$ cat src/hdl/sensor_uart_frame_parser_assert.svh
// Assertion helpers used by the frame parser core RTL.
`ifndef SENSOR_UART_FRAME_PARSER_ASSERT_SVH
`define SENSOR_UART_FRAME_PARSER_ASSERT_SVH

// Clocked check, held off while reset is asserted.
`define SUFP_ASSERT(lbl, clk, rstn, prop, msg) \
  lbl: assert property (@(posedge clk) disable iff (!rstn) prop) else $error(msg);

// Clocked check that also runs during reset.
`define SUFP_ASSERT_ALWAYS(lbl, clk, prop, msg) \
  lbl: assert property (@(posedge clk) prop) else $error(msg);

`endif

$ cat src/hdl/sufp_pkg.sv
`timescale 1ns / 1ps
package sufp_pkg;

  localparam int unsigned ByteW    = 8;
  localparam int unsigned ReadingW = 16;
  localparam int unsigned IdxW     = 4;

  // Frame layout: sync, type, six body bytes, checksum.
  localparam logic [IdxW-1:0] FrameLen  = 4'd9;
  localparam logic [IdxW-1:0] FirstBody = 4'd2;
  localparam logic [IdxW-1:0] IdxHigh   = 4'd4;
  localparam logic [IdxW-1:0] IdxLow    = 4'd5;
  localparam logic [IdxW-1:0] IdxCsum   = 4'd8;
  localparam logic [IdxW-1:0] IdxHunt   = 4'd0;

  localparam logic [ByteW-1:0] SyncReset = 8'hFF;
  localparam logic [ByteW-1:0] TypeReset = 8'h18;

  // Configuration register indexes.
  localparam logic REG_SYNC = 1'b0;
  localparam logic REG_TYPE = 1'b1;

  typedef struct packed {
    logic                valid;
    logic                err;
    logic [ReadingW-1:0] reading;
  } frame_res_t;

endpackage

$ cat src/hdl/sufp_core.sv
`timescale 1ns / 1ps
module sufp_core import sufp_pkg::*; (
  input  logic             clk_i,
  input  logic             rst_ni,
  input  logic             byte_valid_i,
  input  logic [ByteW-1:0] byte_i,
  input  logic [ByteW-1:0] sync_byte_i,
  input  logic [ByteW-1:0] type_byte_i,
  output frame_res_t       res_o
);

  logic             sync_seen_q, sync_seen_d;
  logic [IdxW-1:0]  idx_q, idx_d;
  logic [ByteW-1:0] sum_q, sum_d;
  logic [ByteW-1:0] hi_q, hi_d;
  logic [ByteW-1:0] lo_q, lo_d;
  logic             hunting;
  logic [ByteW-1:0] csum_total;

  assign hunting    = (idx_q < FirstBody) || (idx_q >= FrameLen);
  // Frame is good when the type and body sum plus checksum wraps to zero.
  assign csum_total = sum_q + byte_i;

  always_comb begin
    sync_seen_d   = sync_seen_q;
    idx_d         = idx_q;
    sum_d         = sum_q;
    hi_d          = hi_q;
    lo_d          = lo_q;
    res_o.valid   = 1'b0;
    res_o.err     = 1'b0;
    res_o.reading = {hi_q, lo_q};
    if (byte_valid_i) begin
      if (hunting) begin
        // Type test goes first so a sync equal to type still completes the header.
        if (sync_seen_q && (byte_i == type_byte_i)) begin
          sync_seen_d = 1'b0;
          sum_d       = byte_i;
          idx_d       = FirstBody;
        end else begin
          idx_d       = IdxHunt;
          sync_seen_d = (byte_i == sync_byte_i);
        end
      end else if (idx_q == IdxCsum) begin
        res_o.valid = 1'b1;
        res_o.err   = (csum_total != '0);
        sync_seen_d = 1'b0;
        idx_d       = IdxHunt;
        sum_d       = '0;
      end else begin
        sum_d = csum_total;
        if (idx_q == IdxHigh) hi_d = byte_i;
        if (idx_q == IdxLow)  lo_d = byte_i;
        idx_d = idx_q + 4'd1;
      end
    end
  end

  always_ff @(posedge clk_i or negedge rst_ni) begin
    if (!rst_ni) begin
      sync_seen_q <= 1'b0;
      idx_q       <= IdxHunt;
      sum_q       <= '0;
    end else begin
      sync_seen_q <= sync_seen_d;
      idx_q       <= idx_d;
      sum_q       <= sum_d;
    end
  end

  always_ff @(posedge clk_i) begin
    hi_q <= hi_d;
    lo_q <= lo_d;
  end

`include "sensor_uart_frame_parser_assert.svh"

  `SUFP_ASSERT(a_idx_legal, clk_i, rst_ni, (idx_q == IdxHunt) || ((idx_q >= FirstBody) && (idx_q <= IdxCsum)), "byte index out of range")
  `SUFP_ASSERT(a_sync_only_hunting, clk_i, rst_ni, sync_seen_q |-> (idx_q == IdxHunt), "sync armed outside hunt")
  `SUFP_ASSERT(a_res_at_csum, clk_i, rst_ni, res_o.valid |-> (idx_q == IdxCsum), "result away from checksum byte")
  `SUFP_ASSERT(a_hunt_after_res, clk_i, rst_ni, res_o.valid |=> ((idx_q == IdxHunt) && !sync_seen_q), "no return to hunt")

endmodule

$ cat src/hdl/sensor_uart_frame_parser.sv
`timescale 1ns / 1ps
// Sensor UART frame parser.
// Input stream: one received byte per word on s_axis (tdata[7:0]).
// Output stream: one word per nine-byte frame on m_axis; tdata holds the
// big-endian reading from frame bytes 4 and 5, tuser is the status flag
// (0 good frame, 1 checksum error, reading forced to zero).
// Configuration: cfg_we_i writes register cfg_idx_i (0 sync byte, 1 type
// byte) with cfg_wdata_i; write only while no frame is in progress.
// Throughput: one byte per cycle while s_axis_tready_o is high. Each byte is
// handled by a single level of compare and 8-bit add logic between the
// parser state and the result register.
// Latency: the result word shows on m_axis the cycle after the checksum byte
// is accepted.
// Reset: hunt state, sync/type registers (0xFF / 0x18) and output valid are
// cleared at once; no clearing pass.
// Stall: the result register holds while m_axis_tready_i is low; input bytes
// are taken while that register is empty or being drained.
module sensor_uart_frame_parser import sufp_pkg::*; (
  input  logic                clk_i,
  input  logic                rst_ni,
  input  logic                s_axis_tvalid_i,
  output logic                s_axis_tready_o,
  input  logic [ByteW-1:0]    s_axis_tdata_i,   // [7:0] rx_byte
  output logic                m_axis_tvalid_o,
  input  logic                m_axis_tready_i,
  output logic [ReadingW-1:0] m_axis_tdata_o,   // [15:0] reading
  output logic                m_axis_tuser_o,   // [0] status
  input  logic                cfg_we_i,
  input  logic                cfg_idx_i,
  input  logic [ByteW-1:0]    cfg_wdata_i
);

  logic [ByteW-1:0]    sync_q, sync_d;
  logic [ByteW-1:0]    type_q, type_d;
  logic                out_valid_q, out_valid_d;
  logic                err_q, err_d;
  logic [ReadingW-1:0] last_good_q, last_good_d;
  logic                in_fire;
  frame_res_t          res;

  assign s_axis_tready_o = !out_valid_q || m_axis_tready_i;
  assign in_fire         = s_axis_tvalid_i && s_axis_tready_o;

  sufp_core u_core (
    .clk_i        (clk_i),
    .rst_ni       (rst_ni),
    .byte_valid_i (in_fire),
    .byte_i       (s_axis_tdata_i),
    .sync_byte_i  (sync_q),
    .type_byte_i  (type_q),
    .res_o        (res)
  );

  always_comb begin
    sync_d = sync_q;
    type_d = type_q;
    if (cfg_we_i) begin
      case (cfg_idx_i)
        REG_SYNC: sync_d = cfg_wdata_i;
        REG_TYPE: type_d = cfg_wdata_i;
        default:  ;
      endcase
    end
  end

  always_comb begin
    out_valid_d = out_valid_q;
    err_d       = err_q;
    last_good_d = last_good_q;
    if (m_axis_tready_i) out_valid_d = 1'b0;
    if (res.valid) begin
      out_valid_d = 1'b1;
      err_d       = res.err;
      // Keep the last good reading; drive it out on good frames.
      if (!res.err) last_good_d = res.reading;
    end
  end

  always_ff @(posedge clk_i or negedge rst_ni) begin
    if (!rst_ni) begin
      sync_q      <= SyncReset;
      type_q      <= TypeReset;
      out_valid_q <= 1'b0;
      last_good_q <= '0;
    end else begin
      sync_q      <= sync_d;
      type_q      <= type_d;
      out_valid_q <= out_valid_d;
      last_good_q <= last_good_d;
    end
  end

  always_ff @(posedge clk_i) begin
    err_q <= err_d;
  end

  assign m_axis_tvalid_o = out_valid_q;
  assign m_axis_tuser_o  = err_q;
  assign m_axis_tdata_o  = err_q ? '0 : last_good_q;

endmodule

$ cat config.mk
export PLATFORM = sky130hd
export DESIGN_NAME = sensor_uart_frame_parser
export DESIGN_NICKNAME = d
export VERILOG_FILES = /design/src/hdl/sufp_pkg.sv /design/src/hdl/sufp_core.sv /design/src/hdl/sensor_uart_frame_parser.sv
export VERILOG_INCLUDE_DIRS = /design/src /design/src/hdl
export SDC_FILE = /design/constraint.sdc
export NUM_CORES = 1
export LEC_CHECK = 0
export BUFFER_PORTS_ARGS = -buffer_cell sky130_fd_sc_hd__buf_2
export CORE_MARGIN = 5
export CORE_UTILIZATION = 30
export DETAILED_ROUTE_END_ITERATION = 10
export HOLD_SLACK_MARGIN = 0.08
export SLEW_MARGIN = 20
export SYNTH_ARGS = -nofsm -noshare
export SYNTH_HDL_FRONTEND = slang
export SYNTH_SLANG_ARGS = --single-unit
$ cat constraint.sdc
create_clock -name clk_i -period 4.5 [get_ports clk_i]
set_clock_uncertainty 0.1 [all_clocks]
set_input_delay 0.675 -clock clk_i [delete_from_list [all_inputs] [get_ports clk_i]]
set_output_delay 0.675 -clock clk_i [all_outputs]
set_load 0.01 [all_outputs]
* Word-level counts from Yosys, hierarchy flattened
Cells that the tools add are included.
Cells by class: bitwise operators 4, add/sub/neg operators 2, $lt $le $gt $ge 2, eq/ne operators 6, reductions and logical operators 15, mux-type cells 15
Operator list (number):
- 8-bit 2-to-1 mux | 3
- 8-bit == test | 2
- 16-bit 2-to-1 mux | 1
- 2-bit AND reduction | 5
- 8-bit adder | 1
- 4-bit by 3-bit == test with 1-bit output (second input constant) | 2
- 2-bit 2-to-1 mux | 4
- 4-bit 2-to-1 mux | 2
- 4-bit AND reduction | 2
- 8-bit nonzero test | 1
- 1-bit 2-to-1 mux | 5
- 4-bit by 1-bit adder with 4-bit output (second input constant) | 1
- 4-bit == test (second input constant) | 1
- 4-bit >= comparator (second input constant) | 1
- 4-bit by 2-bit less-than comparator with 1-bit output (second input constant) | 1
- 1-bit NOT | 4
- 2-bit nonzero test | 2
- 1-bit logical AND | 2
- 1-bit logical OR | 2
- 2-bit inequality test (second input constant) | 1
- 1-bit logical NOT | 1
Storage, ports and cells: output and inout bits 19, register bits 63, input bits 22, logic and storage cells 54

* Logic depth before layout (Yosys ltp)
Gate-level depths: netlist of the first run.
depth after elaboration 7, gate-level depth with buffers 10, depth with buffers taken out 8

* Modules after synthesis
A second synthesis of the first run with hierarchy kept.
Second synthesis, totals: cells, all modules 244, area total of the unflattened synthesis 3138.0 µm²
Modules (own cells, without submodules):
- sufp_core | instances 1, sequential area each 805.8 µm², cells each 152, area an instance 1686.6 µm²
- sensor_uart_frame_parser | instances 1, sequential area each 868.3 µm², cells each 92, area an instance 1451.4 µm²

* Worst setup path before layout of the first run
OpenSTA, ideal clock, no wires.
kind input to register, start point input port s_axis_tdata_i[0], end point register last_good_q[10], cell stages on the path 10, path slack 0.998 ns, required time 4.275 ns, arrival time 3.276 ns, library setup time 0.125 ns, path buffers 2, path through ha_1 -> fa_1 -> a211oi_1 -> nor2_1 -> xor2_1 -> or4_4 -> or4_4 -> buf_6 -> buf_12 -> mux2_4
On the way: word-level cells in the longest chain between the ends 7
Ends and longest elaborated chain:
- start, declared | line sensor_uart_frame_parser.sv:23 | input logic [ByteW-1:0] s_axis_tdata_i,
- 8-bit adder | line sufp_core.sv:22 | assign csum_total = sum_q + byte_i;
- 8-bit nonzero test | line sufp_core.sv:46 | res_o.err = (csum_total != '0);
- 2-bit 2-to-1 mux | line sufp_core.sv:44 | end else if (idx_q == IdxCsum) begin
- 2-bit 2-to-1 mux | line sufp_core.sv:34 | if (hunting) begin
- 2-bit 2-to-1 mux | line sufp_core.sv:33 | if (byte_valid_i) begin
- 1-bit NOT (no line)
- 2-bit AND reduction (no line)
- end signal, assigned | line sensor_uart_frame_parser.sv:89 | last_good_q <= last_good_d;
- end, declared | line sensor_uart_frame_parser.sv:37 | logic [ReadingW-1:0] last_good_q, last_good_d;
No other way between the ends. A chain may end at the register's enable or synchronous reset.

* Final worst setup path of the first run
start point input port s_axis_tdata_i[0], end point register last_good_q[5]
The elaborated chain is that of the path after synthesis.

==> impl_results.md, run 1 <==
- Hold Slack: 0.324 ns
- Initial DRC count: 115
- Final hold viol count: 0
- Crit share post-route: 75.3%
- Top FF cell, synth: dfrtp_1
- Share of cells above drive strength 1: 38.1%
- Number of synthesized flops with an enable pin: 17
- WL final: 6.04 mm
- Fin crit period: 3.39 ns
- Design area: 3600 µm²
- Largest area contributor in the netlist: dfrtp_1
- Critical path type: in -> reg
- Nature of the critical path startpoint: input pin
- Status: complete, no violations
- Wire length per cell: 14.7 µm
- CTS clk-pin slew, worst paths: 0.07 ns
- Yosys reg bits: 63
- Req. time, crit path: 4.62 ns
- Hold buffers post-CTS: 0
- # setup viols final: 0
- Worst r2r src: u_core.sum_q[0]
- Cell count of the worst reg-to-reg path: 8
- Num ports: 41
- Worst-margin pin slew: 0.888 ns
- Top delay family on crit path: simple AND/OR/NAND/NOR gates
- First-pass GRT wire length: 10.1 mm
- Worst-path fanout max: 16
- Initial antenna violation count: 0
- Cell mode on critical path: or4_4
- Placement Cell Area: 3380 µm²
- Slowest CP cell: or4_4
- Synth-to-Final Area Change: 17.8%
- Vias post-DR: 1,803
- Total number of yosys warnings: 0
- Fin. max-slew vios: 0
- Power Total: 1.66 mW
- PortBufs: 40
- Worst-skew pair later-pin latency: 0.34 ns
- Leakage: 1.59 nW
- FF-to-FF setup slack: 1.25 ns
- Pwr Density: 463 nW/µm²
- RSZ-0062 raised after global routing: false
- Full die area: 12,300 µm²
- Critical path, cell by cell: buf_2 > ha_1 > fa_1 > a211oi_1 > nor2_1 > xor2_1 > or4_4 > or4_4 > mux2_1
- Dpl hpwl: 4.29 mm
- CTS Root Cell: clkbuf_8
- Worst stage delay on the critical path: 0.69 ns
- Max Freq: 295 MHz
- Starting Density: 30.9%
- Async SR Flop Fraction: 73.0%
- Post-DRT Antenna Nets: 0
- Gr ovfl total: 0
- Vias in the first global route: 1,865
- GP Congestion: 0.795
- Via density: 4.39
- Clk buf depth: 2
- Maximum VDD drop: 0.151 mV
- # rows: 36
- Netlist cell types: 37
- DRT Pass-1 Iters: 4
- Maximum number of pins on one net before global-route repair: 47
- Synth Area per Inst: 13.4 µm²
- Maxcap violations: 0
- Cell Area, Synth: 3050 µm²
- Synth top area cells: dfrtp_1 (30%), edfxtp_1 (17%), mux2_2 (9.6%)
- Post-CTS Resized: 0
- Post-route DRC: 0
- Commonest non-fill, non-tap cell in the layout: buf_2
- Total GRT Usage: 10.6%
- Total CTS buffers: 9
- CP arrival: 3.51 ns
- Most frequent cells in the layout: buf_2 (40), dfrtp_1 (36), mux2_2 (26), nor2b_1 (17), edfxtp_1 (17)
- Post-Syn Instances: 228
- Hold Crit Class: in -> async
- Synth top area share: 29.5%
- Post-CTS setup buffers: 0
- Clock Sinks: 63
- Setup_tns: 0 ns
- Final #Nets: 306
- Vert. Die Dim: 111 µm
- Worst setup EP type: flop
- Die Wd: 111 µm
- H-tree levels: 3
- Seq/Total Area, Yosys: 54.8%
- Core area: 9860 µm²
- TritonCTS clock tree: done
- Slew margin rel.: 40.6%
- Syn nets: 261
- N_diodes: 0
- Bufs and invs on worst path: 1
- Worst r2r dst: last_good_q[5]
[power breakdown]
group	switching, mW	internal, mW
clock	0.236	0.313
combinational	0.220	0.194
sequential	0.0422	0.660
[cell usage after synthesis (all sizes together), types with 5 or more instances]
| cell type | count |
|---|---|
| nor2b | 17 |
| ha | 10 |
| edfxtp | 17 |
| nand2 | 9 |
| a22o | 7 |
| clkbuf | 5 |
| xor2 | 16 |
| mux2 | 39 |
| a21oi | 6 |
| xnor2 | 7 |
| dfstp | 10 |
| o21ai | 7 |
| dfrtp | 36 |
| nor2 | 9 |
[cell type report]
cell class | instances | area [µm²]
clock buffer | 9 | 124
clock inverter | 7 | 96.3
fill | 968 | 6270
inverter | 3 | 11.3
multi-input combinational | 155 | 1320
sequential | 63 | 1670
tap | 133 | 166
timing repair buffer | 41 | 208
[state kept, by name (all words and copies together), names as in the netlist]
name / count
u_core.hi_q: 8
type_q: 8
m_axis_tuser_o: 1
m_axis_tvalid_o: 1
sync_q: 8
u_core.idx_q: 4
u_core.sum_q: 8
u_core.sync_seen_q: 1
last_good_q: 16
u_core.lo_q: 8
[logic make-up (layout without fill, tap and decap cells)]
| kind of cell | after synthesis | after routing | synth area share (%) |
|---|---|---|---|
| AOI/OAI and AO/OA | 29 | 29 | 6.60 |
| xor gates and xnor gates | 23 | 23 | 6.60 |
| adders and majority gates | 11 | 11 | 4.75 |
| buffers and inverters | 10 | 60 | 2.01 |
| DFF | 63 | 63 | 54.8 |
| muxes | 39 | 39 | 15.6 |
| and+or+nand+nor | 53 | 53 | 9.59 |
[worst max path at each step]
stage,startpoint,end,slack [ns],cells after the start
4_1_cts,s_axis_tdata_i[0],last_good_q[1],1.11,9
3_5_place_dp,s_axis_tdata_i[0],last_good_q[5],0.76,9
3_3_place_gp,s_axis_tdata_i[0],last_good_q[5],0.80,9
5_1_grt,s_axis_tdata_i[0],last_good_q[5],0.99,9
6_report,s_axis_tdata_i[0],last_good_q[5],1.11,9
2_1_floorplan,s_axis_tdata_i[0],last_good_q[10],1.0,10
[stage by stage]
| step | utilization [%] | setup WS, ns | cells |
|---|---|---|---|
| after floorplan | - | 0.998 | 228 |
| after global placement | 34.2 | 0.796 | 395 |
| after detailed placement | 34.2 | 0.756 | 395 |
| after CTS | 36.5 | 1.11 | 411 |
| after global routing | 36.5 | 0.989 | 411 |
| final | 36.5 | 1.11 | 411 |
[layer usage]
layer  GRT usage, %  wire, µm
met5              0         0
met4           4.19        86
met3           3.33       276
met2           15.7      2820
met1           14.3      2850
Power figures use the tool's default switching activity.
==> run 2, diff against run 1 <==
==> constraint.sdc (replaced) <==
create_clock -name clk_i -period 2.8 [get_ports clk_i]
set_clock_uncertainty 0.1 [all_clocks]
set_input_delay 0.42 -clock clk_i [delete_from_list [all_inputs] [get_ports clk_i]]
set_output_delay 0.42 -clock clk_i [all_outputs]
set_load 0.01 [all_outputs]
==> run 2 against run 1 <==
- the run now ends with negative setup slack left
- register-to-register slack got worse by 1.4 ns
- count of clock-buffer cells in the layout grew 2
- largest cell class unchanged
- setup slack got worse by 1.3 ns
- combinational power grew 130%
- critical path depth decreased by 1
==> impl_results.md, run 2 (synthesis results as in run 1) <==
- Final #Nets: 336 (+9.8%)
- Cell count of the worst reg-to-reg path: 8 (unchanged)
- Via density: 4.42 (+0.85%)
- Clk buf depth: 2 (unchanged)
- Core Util, Final: 38.5% (+2.0 points)
- Post-route setup slack: -0.148 ns (-1.26 ns)
- Cell mode on critical path: or4_4
- Total CTS buffers: 9 (unchanged)
- Sequential Power Share: 41.0% (-1.2 points)
- Crit share post-route: 105%
- Hold Path Depth: 2
- WHS Endpoint: type_q[6]
- Initial antenna violation count: 0 (unchanged)
- Fin crit period: 2.95 ns
- Maximum VDD drop: 0.246 mV (+64%)
- Worst-margin pin slew: 0.777 ns (-0.110 ns)
- Worst-path fanout max: 8 (-8)
- WL final: 6.60 mm (+9.4%)
- Comb pwr share: 34.9% (+10 points)
- P_int: 1.90 mW (+63%)
- Worst r2r dst: last_good_q[0]
- Share of cells above drive strength 1: 44.8% (+6.7 points)
- PortBufs: 40 (unchanged)
- Hold Crit Class: in -> reg
- Starting Density: 30.9% (unchanged)
- Max reg flops: 16 (unchanged)
- Setup_tns: -1.94 ns (-1.94 ns)
- Status: complete, but fails checks
- # rows: 36 (unchanged)
- TritonCTS clock tree: done
- P_sw: 0.861 mW (+73%)
- Synth-to-Final Area Change: 24.4%
- Pwr Density: 727 nW/µm² (+57%)
- CTS Root Cell: clkbuf_8
- Switch share: 31.2% (+1.3 points)
- Wire length per cell: 15.0 µm (+2.0%)
- Core area: 9860 µm² (unchanged)
- Worst stage delay on the critical path: 0.54 ns (-0.15 ns)
- Full die area: 12,300 µm² (unchanged)
- Multi-input gate area: 1360 µm² (+3.0%)
- Slowest CP cell: or4_4
- GP Congestion: 0.836 (+5.1%)
- Most frequent cells in the layout: buf_2 (39), dfrtp_1 (36), buf_4 (30), mux2_2 (26)
- CP arrival: 3.07 ns (-0.44 ns)
- Num ports: 41 (unchanged)
- Leakage: 1.71 nW (+7.8%)
- Die Wd: 111 µm (unchanged)
- Power Total: 2.76 mW (+66%)
- Post-DRT Antenna Nets: 0 (unchanged)
- Critical path type: reg -> reg
- Worst setup EP type: flop
- Final hold viol count: 0 (unchanged)
- Total GRT Usage: 11.4% (+0.84 points)
- Inst Count DP: 422 (+6.8%)
- Design area: 3800 µm² (+5.6%)
- Dpl hpwl: 4.69 mm (+9.3%)
- Worst r2r src: u_core.sum_q[0]
- DRT Pass-1 Iters: 4 (unchanged)
- Vert. Die Dim: 111 µm (unchanged)
- Fill cells: 965 (-0.31%)
- Critical path, cell by cell: ha_4 > fa_2 > a211oi_2 > nor2_1 > xor2_1 > or4_4 > or4_4 > mux2_1
- Req. time, crit path: 2.92 ns (-1.70 ns)
- Reg area: 1670 µm² (unchanged)
- H-tree levels: 3 (unchanged)
- Vias in the first global route: 2,066 (+11%)
- Initial DRC count: 111 (-3.5%)
- Largest reg by FF count: last_good_q
- First-pass GRT wire length: 10.9 mm (+7.8%)
- Violated checks: negative setup slack
- Max Freq: 339 MHz
- RSZ-0062 raised after global routing: true
- Maximum number of pins on one net before global-route repair: 43 (-8.5%)
- Commonest non-fill, non-tap cell in the layout: buf_2
- Clock Sinks: 63 (unchanged)
- Nature of the critical path startpoint: flop
- FF-to-FF setup slack: -0.15 ns (-1.40 ns)
- Fin. max-slew vios: 0 (unchanged)
- Clk pwr share: 24.1% (-8.8 points)
- Placement Cell Area: 3600 µm² (+6.7%)
- Gr ovfl total: 0 (unchanged)
- Post-route DRC: 0 (unchanged)
- Worst-skew pair later-pin latency: 0.35 ns (about the same)
- Maxcap violations: 0 (unchanged)
- N_diodes: 0 (unchanged)
- Slew margin rel.: 48.1% (+7.5 points)
- Cell Count, Final, Fillers Out: 441 (+7.3%)
- CTS clk-pin slew, worst paths: 0.07 ns (about the same)
- Vias post-DR: 1,951 (+8.2%)
- Worst Min Path Start: cfg_wdata_i[6]
- # setup viols final: 16 (+16)
==> run 2: changes by cell type in the layout (fill, tap and decap cells not counted), sizes merged <==
cell	change
buf	+28
bufinv	-2
clkbuf	+2
clkinv	+2
clkinvlp	-1
dlygate4sd3	+1
inv	-1
or4	+1
==> run 2: power groups by stage <==
stage | registers, mW | clock network (mW) | logic [mW]
2_1_floorplan | 1.13 | 0 | 0.548
3_3_place_gp | 1.15 | 0 | 0.917
3_5_place_dp | 1.15 | 0 | 0.934
4_1_cts | 1.13 | 0.688 | 0.958
5_1_grt | 1.14 | 0.723 | 1.06
6_report | 1.13 | 0.665 | 0.963
==> run 2: cell type report <==
type / instances / area share (%)
Sequential cell: 63 / 44.1
Tap cell: 133 / 4.38
Timing Repair Buffer: 70 / 11.3
Clock buffer: 11 / 3.46
Multi-Input combinational cell: 156 / 35.7
Inverter: 3 / 0.297
Clock inverter: 5 / 0.692
==> run 2: worst max-delay path by stage <==
stage,from,endpoint,slack (ns),cells after the start
3_3_place_gp,s_axis_tdata_i[0],last_good_q[1],-0.42,9
5_1_grt,u_core.sum_q[0],last_good_q[0],-0.24,8
6_report,u_core.sum_q[0],last_good_q[0],-0.15,8
3_5_place_dp,s_axis_tdata_i[1],last_good_q[1],-0.46,8
2_1_floorplan,s_axis_tdata_i[0],last_good_q[10],-0.26,10
4_1_cts,u_core.sum_q[0],last_good_q[0],-0.17,8
==> run 2: layer usage <==
metal	GRT usage [%]	wire length (µm)	share of wire [%]
met2	17.8	3120	47
met3	3.82	297	4.5
met5	0	0	0
met1	14.7	3080	47
met4	4.27	106	1.6
==> run 2: repair_timing <==
action / in CTS / in global routing
hold endpoints to repair: 0 / 36
gates resized for setup: 2 / 0
setup buffers: 0 / 1
endpoints found under the setup margin: 16 / 16
pin swaps: 1 / 1
cloned: 1 / 0
hold buffers: 0 / 1
==> run 2: worst max-delay path: cells and delay by family (launching register included) <==
| kind | cells | cell delay [ns] |
|---|---|---|
| flops | 1 | 0.40 |
| simple gates | 3 | 1.08 |
| fa+ha+maj | 2 | 0.54 |
| compound gates | 1 | 0.22 |
| mux | 1 | 0.35 |
| xor+xnor | 1 | 0.15 |
==> run 2: metrics by stage <==
| step | hold slack, ns | setup slack, ns |
|---|---|---|
| finish | 0.217 | -0.148 |
| detailed placement | 0.353 | -0.457 |
| CTS | 0.169 | -0.167 |
| global route | 0.210 | -0.244 |
| global placement | 0.336 | -0.419 |
| floorplan | 0.0244 | -0.264 |
